## src/sv/cpr_pkg.sv

```systemverilog
// Shared types, widths and register codes for the clock page replacement block.
package cpr_pkg;

    localparam int FRAMES_DEF  = 64;
    localparam int ADDR_W      = 32;
    localparam int PAGE_W      = 30;
    localparam int OFS_W       = 5;
    localparam int NF_W        = 7;
    localparam int CFG_DATA_W  = 7;
    localparam int CFG_IDX_W   = 1;
    localparam int FRAME_OUT_W = 6;
    localparam int COUNT_W     = 32;

    localparam logic [OFS_W-1:0] OFS_MIN = 5'd2;
    localparam logic [OFS_W-1:0] OFS_MAX = 5'd20;
    localparam logic [OFS_W-1:0] OFS_RST = 5'd12;
    localparam logic [NF_W-1:0]  NF_RST  = 7'd64;

    // configuration register indexes
    localparam logic [CFG_IDX_W-1:0] CFG_PAGE_OFFSET = 1'b0;
    localparam logic [CFG_IDX_W-1:0] CFG_NUM_FRAMES  = 1'b1;

    // one frame table entry
    typedef struct packed {
        logic [PAGE_W-1:0] page;
        logic              ref_bit;
    } entry_t;

    typedef enum logic [2:0] {
        ST_IDLE,
        ST_LOOK,
        ST_MOD,
        ST_SWEEP,
        ST_DONE
    } state_t;

    // result fields handed from the engine to the output register
    typedef struct packed {
        logic               is_hit;
        logic               evicted_valid;
        logic [PAGE_W-1:0]  evicted_page;
        logic [COUNT_W-1:0] total_hits;
        logic [COUNT_W-1:0] total_misses;
    } result_t;

endpackage

```

## src/sv/cpr_frame_mem.sv

```systemverilog
// Frame table memory: one write port, one read port, registered read data.
module cpr_frame_mem #(
    parameter int FRAMES = cpr_pkg::FRAMES_DEF
) (
    input  logic                                  clk,
    input  logic                                  wr_en,
    input  logic [(FRAMES > 1 ? $clog2(FRAMES) : 1)-1:0] wr_addr,
    input  cpr_pkg::entry_t                       wr_data,
    input  logic                                  rd_en,
    input  logic [(FRAMES > 1 ? $clog2(FRAMES) : 1)-1:0] rd_addr,
    output cpr_pkg::entry_t                       rd_data
);

    cpr_pkg::entry_t mem [FRAMES];
    cpr_pkg::entry_t rd_data_reg;

    // write port and registered read port
    always_ff @(posedge clk)
    begin
        if (wr_en)
        begin
            mem[wr_addr] <= wr_data;
        end
        if (rd_en)
        begin
            rd_data_reg <= mem[rd_addr];
        end
    end

    assign rd_data = rd_data_reg;

endmodule

```

## src/sv/cpr_hand_mod.sv

```systemverilog
// Iterative remainder of the clock hand by the frame count, one bit per cycle.
module cpr_hand_mod #(
    parameter int FRAMES = cpr_pkg::FRAMES_DEF,
    localparam int FIDX_W = (FRAMES > 1) ? $clog2(FRAMES) : 1,
    localparam int CNT_W  = $clog2(FRAMES + 1)
) (
    input  logic              clk,
    input  logic              rst_n,
    input  logic              start,
    input  logic [FIDX_W-1:0] dividend,
    input  logic [CNT_W-1:0]  divisor,
    output logic              busy,
    output logic [FIDX_W-1:0] rem
);

    localparam int SW = (FIDX_W > 1) ? $clog2(FIDX_W) : 1;
    localparam int WW = CNT_W + FIDX_W;

    logic              busy_reg, busy_next;
    logic [SW-1:0]     step_reg, step_next;
    logic [FIDX_W-1:0] rem_reg, rem_next;
    logic [WW-1:0]     shifted;
    logic [WW-1:0]     rem_wide;

    // restoring step: subtract divisor << step when it fits
    always_comb
    begin
        shifted   = WW'(divisor) << step_reg;
        rem_wide  = WW'(rem_reg);
        busy_next = busy_reg;
        step_next = step_reg;
        rem_next  = rem_reg;
        if (start)
        begin
            rem_next  = dividend;
            step_next = SW'(FIDX_W - 1);
            busy_next = 1'b1;
        end
        else if (busy_reg)
        begin
            if (rem_wide >= shifted)
            begin
                rem_next = FIDX_W'(rem_wide - shifted);
            end
            step_next = step_reg - SW'(1);
            busy_next = (step_reg != '0);
        end
    end

    always_ff @(posedge clk or negedge rst_n)
    begin
        if (!rst_n)
        begin
            busy_reg <= 1'b0;
            step_reg <= '0;
        end
        else
        begin
            busy_reg <= busy_next;
            step_reg <= step_next;
        end
    end

    always_ff @(posedge clk)
    begin
        rem_reg <= rem_next;
    end

    assign busy = busy_reg;
    assign rem  = rem_reg;

endmodule

```

## src/sv/cpr_engine.sv

```systemverilog
// Lookup, fill and clock sweep sequencer over the frame table memory.
module cpr_engine #(
    parameter int FRAMES = cpr_pkg::FRAMES_DEF,
    localparam int FIDX_W = (FRAMES > 1) ? $clog2(FRAMES) : 1,
    localparam int CNT_W  = $clog2(FRAMES + 1)
) (
    input  logic                       clk,
    input  logic                       rst_n,
    input  logic                       start,
    input  logic [cpr_pkg::PAGE_W-1:0] page_in,
    input  logic [CNT_W-1:0]           n_in,
    output logic                       idle,
    output logic                       res_valid,
    input  logic                       res_take,
    output cpr_pkg::result_t           res,
    output logic [FIDX_W-1:0]          res_frame
);

    localparam logic [cpr_pkg::COUNT_W-1:0] COUNT_MAX = '1;

    function automatic logic [cpr_pkg::COUNT_W-1:0] sat_inc(
        input logic [cpr_pkg::COUNT_W-1:0] v
    );
        return (v == COUNT_MAX) ? v : v + cpr_pkg::COUNT_W'(1);
    endfunction

    cpr_pkg::state_t state_reg, state_next;

    logic [cpr_pkg::PAGE_W-1:0]  page_reg, page_next;
    logic [CNT_W-1:0]            n_reg, n_next;
    logic [CNT_W-1:0]            active_reg, active_next;
    logic [CNT_W-1:0]            issue_reg, issue_next;
    logic [CNT_W-1:0]            filled_reg, filled_next;
    logic                        chk_valid_reg, chk_valid_next;
    logic                        chk_first_reg, chk_first_next;
    logic [FIDX_W-1:0]           chk_idx_reg, chk_idx_next;
    logic [FIDX_W-1:0]           sw_idx_reg, sw_idx_next;
    logic [FIDX_W-1:0]           start_reg, start_next;
    logic [FIDX_W-1:0]           hand_reg, hand_next;
    logic [FIDX_W-1:0]           frame_reg, frame_next;
    logic [cpr_pkg::COUNT_W-1:0] hits_reg, hits_next;
    logic [cpr_pkg::COUNT_W-1:0] misses_reg, misses_next;
    logic                        is_hit_reg, is_hit_next;
    logic                        ref_fin_reg, ref_fin_next;
    logic                        ev_valid_reg, ev_valid_next;
    logic [cpr_pkg::PAGE_W-1:0]  ev_page_reg, ev_page_next;
    logic [cpr_pkg::PAGE_W-1:0]  first_page_reg, first_page_next;

    // memory and remainder unit controls
    logic              mem_wr_en, mem_rd_en;
    logic [FIDX_W-1:0] mem_wr_addr, mem_rd_addr;
    cpr_pkg::entry_t   mem_wr_data, mem_rd_data;
    logic              mod_start, mod_busy;
    logic [FIDX_W-1:0] mod_rem;

    logic match, look_end, found, sweep_end, has_free;

    cpr_frame_mem #(.FRAMES(FRAMES)) u_mem (
        .clk     (clk),
        .wr_en   (mem_wr_en),
        .wr_addr (mem_wr_addr),
        .wr_data (mem_wr_data),
        .rd_en   (mem_rd_en),
        .rd_addr (mem_rd_addr),
        .rd_data (mem_rd_data)
    );

    cpr_hand_mod #(.FRAMES(FRAMES)) u_mod (
        .clk      (clk),
        .rst_n    (rst_n),
        .start    (mod_start),
        .dividend (hand_reg),
        .divisor  (n_reg),
        .busy     (mod_busy),
        .rem      (mod_rem)
    );

    // scan status
    assign match     = chk_valid_reg && (mem_rd_data.page == page_reg);
    assign look_end  = (issue_reg == active_reg);
    assign found     = chk_valid_reg && !mem_rd_data.ref_bit;
    assign sweep_end = (issue_reg == n_reg);
    assign has_free  = (filled_reg < n_reg);

    // next state
    always_comb
    begin
        state_next = state_reg;
        case (state_reg)
            cpr_pkg::ST_IDLE:
            begin
                if (start)
                begin
                    state_next = cpr_pkg::ST_LOOK;
                end
            end
            cpr_pkg::ST_LOOK:
            begin
                if (match)
                begin
                    state_next = cpr_pkg::ST_DONE;
                end
                else if (look_end)
                begin
                    state_next = has_free ? cpr_pkg::ST_DONE : cpr_pkg::ST_MOD;
                end
            end
            cpr_pkg::ST_MOD:
            begin
                if (!mod_busy)
                begin
                    state_next = cpr_pkg::ST_SWEEP;
                end
            end
            cpr_pkg::ST_SWEEP:
            begin
                if (found || sweep_end)
                begin
                    state_next = cpr_pkg::ST_DONE;
                end
            end
            cpr_pkg::ST_DONE:
            begin
                if (res_take)
                begin
                    state_next = cpr_pkg::ST_IDLE;
                end
            end
            default:
            begin
                state_next = cpr_pkg::ST_IDLE;
            end
        endcase
    end

    // datapath and memory accesses
    always_comb
    begin
        logic [FIDX_W-1:0]          victim;
        logic [cpr_pkg::PAGE_W-1:0] evp;

        victim          = start_reg;
        evp             = first_page_reg;
        page_next       = page_reg;
        n_next          = n_reg;
        active_next     = active_reg;
        issue_next      = issue_reg;
        filled_next     = filled_reg;
        chk_valid_next  = chk_valid_reg;
        chk_first_next  = chk_first_reg;
        chk_idx_next    = chk_idx_reg;
        sw_idx_next     = sw_idx_reg;
        start_next      = start_reg;
        hand_next       = hand_reg;
        frame_next      = frame_reg;
        hits_next       = hits_reg;
        misses_next     = misses_reg;
        is_hit_next     = is_hit_reg;
        ref_fin_next    = ref_fin_reg;
        ev_valid_next   = ev_valid_reg;
        ev_page_next    = ev_page_reg;
        first_page_next = first_page_reg;
        mem_wr_en       = 1'b0;
        mem_wr_addr     = frame_reg;
        mem_wr_data     = '{page: page_reg, ref_bit: ref_fin_reg};
        mem_rd_en       = 1'b0;
        mem_rd_addr     = sw_idx_reg;
        mod_start       = 1'b0;

        case (state_reg)
            cpr_pkg::ST_IDLE:
            begin
                if (start)
                begin
                    page_next      = page_in;
                    n_next         = n_in;
                    active_next    = (filled_reg < n_in) ? filled_reg : n_in;
                    issue_next     = '0;
                    chk_valid_next = 1'b0;
                end
            end
            cpr_pkg::ST_LOOK:
            begin
                // one read per cycle over the filled frames within the frame count
                chk_valid_next = 1'b0;
                if (!look_end)
                begin
                    mem_rd_en      = 1'b1;
                    mem_rd_addr    = issue_reg[FIDX_W-1:0];
                    chk_idx_next   = issue_reg[FIDX_W-1:0];
                    chk_valid_next = 1'b1;
                    issue_next     = issue_reg + CNT_W'(1);
                end
                if (match)
                begin
                    is_hit_next   = 1'b1;
                    frame_next    = chk_idx_reg;
                    ref_fin_next  = 1'b1;
                    ev_valid_next = 1'b0;
                    ev_page_next  = '0;
                    hits_next     = sat_inc(hits_reg);
                end
                else if (look_end)
                begin
                    is_hit_next   = 1'b0;
                    ref_fin_next  = 1'b0;
                    misses_next   = sat_inc(misses_reg);
                    ev_valid_next = 1'b0;
                    ev_page_next  = '0;
                    if (has_free)
                    begin
                        frame_next  = filled_reg[FIDX_W-1:0];
                        filled_next = filled_reg + CNT_W'(1);
                    end
                    else
                    begin
                        mod_start = 1'b1;
                    end
                end
            end
            cpr_pkg::ST_MOD:
            begin
                issue_next     = '0;
                chk_valid_next = 1'b0;
                sw_idx_next    = mod_rem;
                start_next     = mod_rem;
            end
            cpr_pkg::ST_SWEEP:
            begin
                // issue the next frame of the sweep
                chk_valid_next = 1'b0;
                if (!sweep_end)
                begin
                    mem_rd_en      = 1'b1;
                    mem_rd_addr    = sw_idx_reg;
                    chk_idx_next   = sw_idx_reg;
                    chk_first_next = (issue_reg == '0);
                    chk_valid_next = 1'b1;
                    issue_next     = issue_reg + CNT_W'(1);
                    sw_idx_next    = ((CNT_W'(sw_idx_reg) + CNT_W'(1)) == n_reg)
                                     ? '0 : sw_idx_reg + FIDX_W'(1);
                end
                if (chk_valid_reg && chk_first_reg)
                begin
                    first_page_next = mem_rd_data.page;
                end
                // second chance: clear a set reference bit
                if (chk_valid_reg && mem_rd_data.ref_bit)
                begin
                    mem_wr_en   = 1'b1;
                    mem_wr_addr = chk_idx_reg;
                    mem_wr_data = '{page: mem_rd_data.page, ref_bit: 1'b0};
                end
                if (found)
                begin
                    victim = chk_idx_reg;
                    evp    = mem_rd_data.page;
                end
                else if (chk_valid_reg && chk_first_reg)
                begin
                    evp = mem_rd_data.page;
                end
                if (found || sweep_end)
                begin
                    frame_next    = victim;
                    ev_valid_next = 1'b1;
                    ev_page_next  = evp;
                    hand_next     = ((CNT_W'(victim) + CNT_W'(1)) == n_reg)
                                    ? '0 : victim + FIDX_W'(1);
                end
            end
            cpr_pkg::ST_DONE:
            begin
                // install the page, or set the reference bit on a hit
                mem_wr_en = 1'b1;
            end
            default:
            begin
            end
        endcase
    end

    // control state
    always_ff @(posedge clk or negedge rst_n)
    begin
        if (!rst_n)
        begin
            state_reg     <= cpr_pkg::ST_IDLE;
            filled_reg    <= '0;
            hand_reg      <= '0;
            hits_reg      <= '0;
            misses_reg    <= '0;
            issue_reg     <= '0;
            active_reg    <= '0;
            n_reg         <= CNT_W'(1);
            chk_valid_reg <= 1'b0;
            chk_first_reg <= 1'b0;
            sw_idx_reg    <= '0;
        end
        else
        begin
            state_reg     <= state_next;
            filled_reg    <= filled_next;
            hand_reg      <= hand_next;
            hits_reg      <= hits_next;
            misses_reg    <= misses_next;
            issue_reg     <= issue_next;
            active_reg    <= active_next;
            n_reg         <= n_next;
            chk_valid_reg <= chk_valid_next;
            chk_first_reg <= chk_first_next;
            sw_idx_reg    <= sw_idx_next;
        end
    end

    // payload
    always_ff @(posedge clk)
    begin
        page_reg       <= page_next;
        chk_idx_reg    <= chk_idx_next;
        start_reg      <= start_next;
        frame_reg      <= frame_next;
        is_hit_reg     <= is_hit_next;
        ref_fin_reg    <= ref_fin_next;
        ev_valid_reg   <= ev_valid_next;
        ev_page_reg    <= ev_page_next;
        first_page_reg <= first_page_next;
    end

    assign idle      = (state_reg == cpr_pkg::ST_IDLE);
    assign res_valid = (state_reg == cpr_pkg::ST_DONE);
    assign res_frame = frame_reg;
    assign res       = '{is_hit:        is_hit_reg,
                         evicted_valid: ev_valid_reg,
                         evicted_page:  ev_page_reg,
                         total_hits:    hits_reg,
                         total_misses:  misses_reg};

    // a sweep write never lands on the entry being read
    a_no_rw_collide: assert property (@(posedge clk) disable iff (!rst_n)
        (mem_rd_en && mem_wr_en) |-> (mem_rd_addr != mem_wr_addr))
        else $error("frame table read and write hit the same entry");

    a_look_bound: assert property (@(posedge clk) disable iff (!rst_n)
        (state_reg == cpr_pkg::ST_LOOK) |-> (issue_reg <= active_reg))
        else $error("lookup ran past the filled frames");

    a_sweep_idx: assert property (@(posedge clk) disable iff (!rst_n)
        (state_reg == cpr_pkg::ST_SWEEP) |-> (CNT_W'(sw_idx_reg) < n_reg))
        else $error("sweep index outside the frame count");

    a_filled_max: assert property (@(posedge clk) disable iff (!rst_n)
        filled_reg <= CNT_W'(FRAMES))
        else $error("fill count above built frame count");

endmodule

```

## src/sv/clock_page_replacement_core.sv

```systemverilog
// Top level: config registers, page number extraction, engine and output register.
//
//  channel   direction  handshake             payload
//  in        input      in_valid / in_ready   address
//  out       output     out_valid / out_ready is_hit, frame_used, evicted_valid,
//                                             evicted_page, total_hits, total_misses
//  cfg       input      cfg_we                cfg_index, cfg_data
//
// One beat at a time. A hit or fill probes A frames, where A is at most the
// filled count; an eviction also computes the hand remainder and then sweeps
// N frames, N being the number of frames swept (at most the frame count).
// The lookup and the clock sweep each read one frame table entry per cycle
// through the single read port.
// No clearing pass after reset: only frames already filled are ever read.
// in_ready is high only between beats; a finished result sits in the output
// register, so a new beat can be taken while the previous one waits on out_ready.
module clock_page_replacement_core #(
    parameter int FRAMES = cpr_pkg::FRAMES_DEF
) (
    input  logic                            clk,
    input  logic                            rst_n,
    input  logic                            in_valid,
    output logic                            in_ready,
    input  logic [cpr_pkg::ADDR_W-1:0]      address,
    output logic                            out_valid,
    input  logic                            out_ready,
    output logic                            is_hit,
    output logic [cpr_pkg::FRAME_OUT_W-1:0] frame_used,
    output logic                            evicted_valid,
    output logic [cpr_pkg::PAGE_W-1:0]      evicted_page,
    output logic [cpr_pkg::COUNT_W-1:0]     total_hits,
    output logic [cpr_pkg::COUNT_W-1:0]     total_misses,
    input  logic                            cfg_we,
    input  logic [cpr_pkg::CFG_IDX_W-1:0]   cfg_index,
    input  logic [cpr_pkg::CFG_DATA_W-1:0]  cfg_data
);

    localparam int FIDX_W = (FRAMES > 1) ? $clog2(FRAMES) : 1;
    localparam int CNT_W  = $clog2(FRAMES + 1);
    localparam int NW     = (CNT_W > cpr_pkg::NF_W) ? CNT_W : cpr_pkg::NF_W;

    logic [cpr_pkg::OFS_W-1:0] ofs_reg;
    logic [cpr_pkg::NF_W-1:0]  nframes_reg;
    logic [cpr_pkg::OFS_W-1:0] ofs_eff;
    logic [NW-1:0]             nf_wide;
    logic [CNT_W-1:0]          n_eff;
    logic [cpr_pkg::PAGE_W-1:0] page;

    logic                      start;
    logic                      eng_idle;
    logic                      res_valid;
    logic                      res_take;
    cpr_pkg::result_t          res;
    logic [FIDX_W-1:0]         res_frame;
    logic [FIDX_W+cpr_pkg::FRAME_OUT_W-1:0] frame_ext;

    logic                       out_valid_reg, out_valid_next;
    cpr_pkg::result_t           out_res_reg;
    logic [cpr_pkg::FRAME_OUT_W-1:0] frame_used_reg;

    // configuration writes
    always_ff @(posedge clk or negedge rst_n)
    begin
        if (!rst_n)
        begin
            ofs_reg     <= cpr_pkg::OFS_RST;
            nframes_reg <= cpr_pkg::NF_RST;
        end
        else if (cfg_we)
        begin
            case (cfg_index)
                cpr_pkg::CFG_PAGE_OFFSET: ofs_reg     <= cfg_data[cpr_pkg::OFS_W-1:0];
                cpr_pkg::CFG_NUM_FRAMES:  nframes_reg <= cfg_data[cpr_pkg::NF_W-1:0];
                default:
                begin
                end
            endcase
        end
    end

    // clamp config to legal ranges, form the page number
    always_comb
    begin
        if (ofs_reg < cpr_pkg::OFS_MIN)
        begin
            ofs_eff = cpr_pkg::OFS_MIN;
        end
        else if (ofs_reg > cpr_pkg::OFS_MAX)
        begin
            ofs_eff = cpr_pkg::OFS_MAX;
        end
        else
        begin
            ofs_eff = ofs_reg;
        end
        nf_wide = NW'(nframes_reg);
        if (nf_wide == '0)
        begin
            n_eff = CNT_W'(1);
        end
        else if (nf_wide > NW'(FRAMES))
        begin
            n_eff = CNT_W'(FRAMES);
        end
        else
        begin
            n_eff = CNT_W'(nf_wide);
        end
        page = cpr_pkg::PAGE_W'(address >> ofs_eff);
    end

    assign in_ready = eng_idle;
    assign start    = in_valid && eng_idle;

    cpr_engine #(.FRAMES(FRAMES)) u_engine (
        .clk       (clk),
        .rst_n     (rst_n),
        .start     (start),
        .page_in   (page),
        .n_in      (n_eff),
        .idle      (eng_idle),
        .res_valid (res_valid),
        .res_take  (res_take),
        .res       (res),
        .res_frame (res_frame)
    );

    // output register
    assign res_take       = res_valid && (!out_valid_reg || out_ready);
    assign out_valid_next = res_take || (out_valid_reg && !out_ready);
    assign frame_ext      = {{cpr_pkg::FRAME_OUT_W{1'b0}}, res_frame};

    always_ff @(posedge clk or negedge rst_n)
    begin
        if (!rst_n)
        begin
            out_valid_reg <= 1'b0;
        end
        else
        begin
            out_valid_reg <= out_valid_next;
        end
    end

    always_ff @(posedge clk)
    begin
        if (res_take)
        begin
            out_res_reg    <= res;
            frame_used_reg <= frame_ext[cpr_pkg::FRAME_OUT_W-1:0];
        end
    end

    assign out_valid     = out_valid_reg;
    assign is_hit        = out_res_reg.is_hit;
    assign frame_used    = frame_used_reg;
    assign evicted_valid = out_res_reg.evicted_valid;
    assign evicted_page  = out_res_reg.evicted_page;
    assign total_hits    = out_res_reg.total_hits;
    assign total_misses  = out_res_reg.total_misses;

endmodule

```

## config.mk

```make
export PLATFORM = sky130hd
export DESIGN_NAME = clock_page_replacement_core
export DESIGN_NICKNAME = d
export VERILOG_FILES = /design/src/sv/cpr_pkg.sv /design/src/sv/cpr_frame_mem.sv /design/src/sv/cpr_hand_mod.sv /design/src/sv/cpr_engine.sv /design/src/sv/clock_page_replacement_core.sv
export SDC_FILE = /design/constraint.sdc
export NUM_CORES = 2
export LEC_CHECK = 0
export ABC_AREA = 0
export ABC_CLOCK_PERIOD_IN_PS = 5400
export BUFFER_PORTS_ARGS = -buffer_cell sky130_fd_sc_hd__clkbuf_2
export CORE_AREA = 2 2 591 417
export DETAILED_ROUTE_END_ITERATION = 10
export DIE_AREA = 0 0 593 419
export SETUP_SLACK_MARGIN = 0.2
export SKIP_LAST_GASP = 1
export SLEW_MARGIN = 20
export SYNTH_ARGS = -nofsm -noshare
export SYNTH_HDL_FRONTEND = slang
export SYNTH_SLANG_ARGS = --single-unit
```

## constraint.sdc

```tcl
create_clock -name clk -period 5.4 [get_ports clk]
set_input_delay 0.54 -clock clk [delete_from_list [all_inputs] [get_ports clk]]
set_output_delay 0.54 -clock clk [all_outputs]
set_load 0.05 [all_outputs]
```

Yosys cells after proc, flatten, opt, wreduce, memory -nomap -nowiden
Memories as Yosys holds them, arrays and structs flattened. A register that Yosys moved wholly into a read port is not among the register bits.
Index checks and enable logic that the tools add are counted.
{ "totals": {"register_bits": 344, "mem_bits_rw": 1984, "in_bits": 45, "out_inout_bits": 104, "word_cells": 181, "n_memories": 1} }
{ "memory_table": {"columns": ["name", "depth", "width", "rd", "rd_clocked_by_memory_dff", "wr", "line_no", "source"], "rows": [
  ["u_engine.u_mem.mem", 64, 31, 1, 1, 1, "cpr_frame_mem.sv:14", "cpr_pkg::entry_t mem [FRAMES];"]
]} }
{ "classes": {"add_sub_neg": 10, "magnitude_cmp": 6, "eq_ne": 19, "n_shift": 2, "muxes": 67, "bitwise": 5, "reduce_logical": 40} }
{ "op_table": {"columns": ["operator", "count"], "rows": [
  ["$mux W30", 5],
  ["$mux W6", 18],
  ["$add A32 B1 Y32 const B", 2],
  ["$eq A32 B32 Y1 const B", 2],
  ["$mux W31", 2],
  ["$pmux W30 S2", 1],
  ["$mux W7", 6],
  ["$pmux W6 S2", 3],
  ["$shr A32 B5 Y30", 1],
  ["$eq A30 B30 Y1", 1],
  ["$eq A7 B7 Y1", 4],
  ["$pmux W7 S4", 1],
  ["$mux W3", 9],
  ["$reduce_and A2 Y1", 9],
  ["$reduce_and A4 Y1", 4],
  ["$mux W1", 15],
  ["$pmux W3 S5", 1],
  ["$add A6 B1 Y7 const B", 2],
  ["$add A7 B1 Y7 const B", 2],
  ["$logic_not A7 Y1", 2],
  ["$lt A7 B7 Y1", 2],
  ["$ge A6 B13 Y1", 1],
  ["$shl A7 B3 Y13", 1],
  ["$add A6 B1 Y6 const B", 2],
  ["other kinds (24)", 53]
]} }

Longest topological paths before layout
{ "logic_depth": {"ltp_word": 7, "depth_mapped": 15, "depth_no_buf": 13} }

Modules after synthesis
Synthesis repeated with hierarchy kept, for this count alone.
{ "unflattened": {"cells_unflattened": 5259, "area_unflattened_um2": 95987.1} }
{ "modules_own_cells": {"columns": ["mod", "n_inst", "cells_each", "area_per_inst_um2", "seq_area_each_um2"], "rows": [
  ["cpr_frame_mem", 1, 3642, 77769.6, 60508.0],
  ["cpr_engine", 1, 1005, 11290.8, 6032.0],
  ["clock_page_replacement_core", 1, 507, 6000.8, 3392.0],
  ["cpr_hand_mod", 1, 105, 925.9, 280.3]
]} }

Least setup slack after synthesis
OpenSTA, ideal clock, no wires.
{ "synth_path": {"path_type": "flip-flop to flip-flop", "start": "register u_engine.state_reg[2]", "end": "memory u_engine.u_mem.mem[20][0] (netlist name), enable pin", "setup_ns": 0.419, "t_arrival_ns": 3.697, "required_time_ns": 4.981, "slack_ns": 1.284, "path_stages_with_launch": 13, "n_path_buf": 4, "path_cell_list": "dfrtp_1 > buf_2 > nand2b_1 > or2_2 > inv_1 > and3_1 > buf_2 > buf_2 > clkbuf_1 > nand3b_1 > o21ai_0 > nand3_1 > nor2_1"} }
{ "synth_between": {"elab_chain_cells": 4, "word_cells_on_any_way": 6} }
{ "synth_rtl": {"columns": ["element", "line_no", "source"], "rows": [
  ["from (decl)", "cpr_engine.sv:27", "cpr_pkg::state_t state_reg, state_next;"],
  ["from (signal assigned)", "cpr_engine.sv:288", "state_reg <= cpr_pkg::ST_IDLE;"],
  ["from (signal assigned)", "cpr_engine.sv:302", "state_reg <= state_next;"],
  ["$eq A3 B3 Y1 / $eq A3 B2 Y1 (equally long branches)", "cpr_engine.sv:170", "case (state_reg)"],
  ["$pmux W1 S2", "cpr_engine.sv:170", null],
  ["$mux W1", "cpr_frame_mem.sv:20", "if (wr_en)"],
  ["$mux W1 (implied by the code)", "cpr_frame_mem.sv:22", "mem[wr_addr] <= wr_data;"],
  ["to (decl)", "cpr_frame_mem.sv:14", null]
]} }
Parallel ways exist; a longest one is shown, timed or not.

Worst setup path after layout
{ "layout_path": {"start": "register u_engine.issue_reg[1]", "end": "register, netlist name u_engine.u_mem.rd_data[12]"} }
{ "layout_between": {"elab_chain_cells": 3, "word_cells_on_any_way": 7} }
{ "layout_rtl": {"columns": ["element", "line_no", "source"], "rows": [
  ["from (decl)", "cpr_engine.sv:32", "logic [CNT_W-1:0] issue_reg, issue_next;"],
  ["from (signal assigned)", "cpr_engine.sv:307", "issue_reg <= issue_next;"],
  ["$eq A7 B7 Y1, on equally long branches", "cpr_engine.sv:82, cpr_engine.sv:80", null],
  ["$mux W1, or another cell as far along", "cpr_engine.sv:232", "if (!sweep_end)"],
  ["$pmux W1 S2 / $mux W6 (equally long branches)", null, null]
]} }
Parallel ways exist; a longest one is shown, timed or not.
A chain may end at the register's enable or synchronous reset.

==> reports/metrics.cfg <==
[clock_network]
clkSinkCount=2359
cts.path.max_buffers=4
post_cts_buffers=0
cts_root_buffer=clkbuf_16
insertion_delay_ns=0.88
cts_tree=done
cts_buffers=217
clk_pin_slew_ns=0.07
postCtsHoldBufs=6
htreeDepth=4
cts_resized=0

[floorplan]
rows=152
dieArea_mm2=0.248
ios=149
start_util=0.397
core_area_mm2=0.243
fp.dieW_um=593
die_y_um=419

[setup_path]
critical_path.cell_chain=xnor2_2 -> nand4_4 -> o211ai_4 -> and2_4 -> buf_12 -> buf_12 -> nor2_4 -> a32oi_1 -> a21oi_1 -> a211oi_1 -> a211o_1
worstSetupPathType=flop to flop
r2r_start=u_engine.issue_reg[1]
crit_path_frequent_cell=buf_12
required_ns=6.13
r2r_cells=11
crit_start=u_engine.issue_reg[1]
rr_endpoint=u_engine.u_mem.rd_data[12]
slowest_delay_ns=0.89
cp.arrival_ns=5.40
reg2reg_setup_slack_ns=0.74
cp-start-kind=flop
cp_slowest_cell=a211oi_1
endpoint_kind=flop
crit_fanout=30

[yosys]
synthArstFlopShare=0.0534
synth_top_cell_by_area=edfxtp_1
ys_ff_latch=2359
syn_inst=6869
postSynthAreaPerCell_um2=14.1
yosys_warnings=0
synth_area_leaders=edfxtp_1 (69%), nand2_1 (5.0%), dfrtp_1 (3.2%)
syn_area_mm2=0.0966
synth_edf_count=2233
synth_top_area_share=0.694
synthFlopType=edfxtp_1
synth.distinct_cells=77
synth.yosys.seq_area_share=0.727
synth.net_count=6942

[outcome]
status=complete, no violations

[global_route]
overflow=0
grt_util_met2=0.318
antenna_found_initial=25
grt_pass1_wl_um=421000
grt_pass1_vias=57600
grt_most_used_layer=met1
use_met1=0.351
met3_usage=0.0812
grt_max_degree=195
grtUsageTotal=0.233

[detailed_routing]
via_per_inst=5.88
ant_nets=0
num_vias=62100
drt_first_pass_iters=7
wl_um=296000
route.detailed.drc=0
first_iter_violations=8807
routedWlPerCell_um=28.1

[finish]
final_cell_mix=edfxtp_1 (2233), nand2_1 (1286), a211oi_1 (405)
largest_reg_flops=1984
final_common_cell=edfxtp_1
area_growth_syn_to_layout_pct=13.6
drive_gt1_frac=0.142
max_flop_register=u_engine.u_mem.mem
nets=7207
design_area_mm2=0.110

[power]
ir_drop_uv=709
power.total_w=0.0745
p_leak_nw=37.7
power_density_mw_per_mm2=679

[sta]
clock_skew_ns=0.0683
fin_setup_tns_ns=0
period_share=0.864
tightest_slew_ns=1.25
slew_viol_final=0
max_freq_ghz=0.214
layout_min_cycle_time_ns=4.66
timing.final.ws_setup_ns=0.737
rsz0062_at_grt=false
hold_viol=0
timing.slew.headroom=0.144
setup_violations=0

[place]
place_congestion=0.910
port_buffers=148
place_area_mm2=0.103
dp_hpwl_um=183000
dp_slack_ns=0.797

[worst_hold_path]
min_from=cfg_data[2]
whs_path_depth=2
worstHoldEndpoint=nf_wide[2]
holdCritPathClass=input port to flop

[run]
cap_violations=0

-- through the flow --
step | util | hold WS (ns) | std cells
after global routing | 0.451 | 0.0388 | 10500
after CTS | 0.451 | 0.0190 | 10500
after global placement | 0.423 | 0.403 | 10100
after floorplan | - | 0.244 | 6869
after detailed placement | 0.423 | 0.406 | 10100
final | 0.451 | 0.0678 | 10600
-- worst max-delay path: cells and delay by family, from the launching register on --
kind | cells | cell delay [ns]
xor+xnor | 1 | 0.24
simple gates | 3 | 1.20
flops | 1 | 0.53
compound gates | 5 | 1.87
buf+inv | 2 | 0.57
-- layer usage --
metal / vias to the layer above / routed length, um
li1: 26800 / -
met1: 31400 / 128000
met2: 3370 / 121000
met3: 398 / 39900
met4: 6 / 7490
met5: - / 36
-- where the power goes --
part	total, W	internal (W)	switching (W)
sequential	0.0237	0.0226	0.00113
clock	0.0150	0.00824	0.00679
combinational	0.0358	0.0108	0.0250
-- cell usage after synthesis, drive strengths merged, types with 7 or more instances --
master	n
edfxtp	2233
nand2	1288
a211oi	406
nand3	300
and3	282
buf	274
mux2i	254
a31oi	252
a21oi	216
clkbuf	203
nor2	167
dfrtp	122
mux2	100
xnor2	96
o21ai	74
o22ai	69
nand4	47
a221oi	45
o2111ai	45
a32oi	40
inv	39
xor2	39
nor3	37
ha	27
a311oi	23
nand2b	22
a211o	19
or3	18
nor4	17
a2111oi	11
and2	11
a22o	10
o32ai	9
a21o	8
or2	7
-- cell type report --
type | instances | area, um2
diodes | 11 | 27.5
clock buffers | 281 | 5760
clock inverters | 111 | 976
fillers | 21100 | 133000
inverters | 40 | 150
multi-input cells | 3993 | 24500
flip-flops and latches | 2359 | 70200
well taps | 3234 | 4050
repair buffers | 523 | 4140
-- logic make-up after synthesis --
family | count (synthesis) | share of synthesized area
AO/OA/AOI/OAI | 1254 | 0.0891
adder cells (fa/ha/maj) | 28 | 0.00370
AND/OR/NAND/NOR | 2219 | 0.103
flip-flops | 2359 | 0.727
XOR/XNOR | 135 | 0.0125
buffers and inverters | 517 | 0.0263
multiplexers | 357 | 0.0388
-- worst max path at each step --
stage,endpoint,slack (ns),depth (start not counted)
5_1_grt,u_engine.u_mem.rd_data[5],0.51,12
4_1_cts,u_engine.u_mem.rd_data[5],0.77,12
3_3_place_gp,u_engine.u_mem.rd_data[9],0.54,11
6_report,u_engine.u_mem.rd_data[12],0.74,11
3_5_place_dp,u_engine.u_mem.rd_data[5],0.80,12
2_1_floorplan,u_engine.u_mem.mem[20][0],1.28,12
No activity file was read; power rests on OpenSTA's default activity.
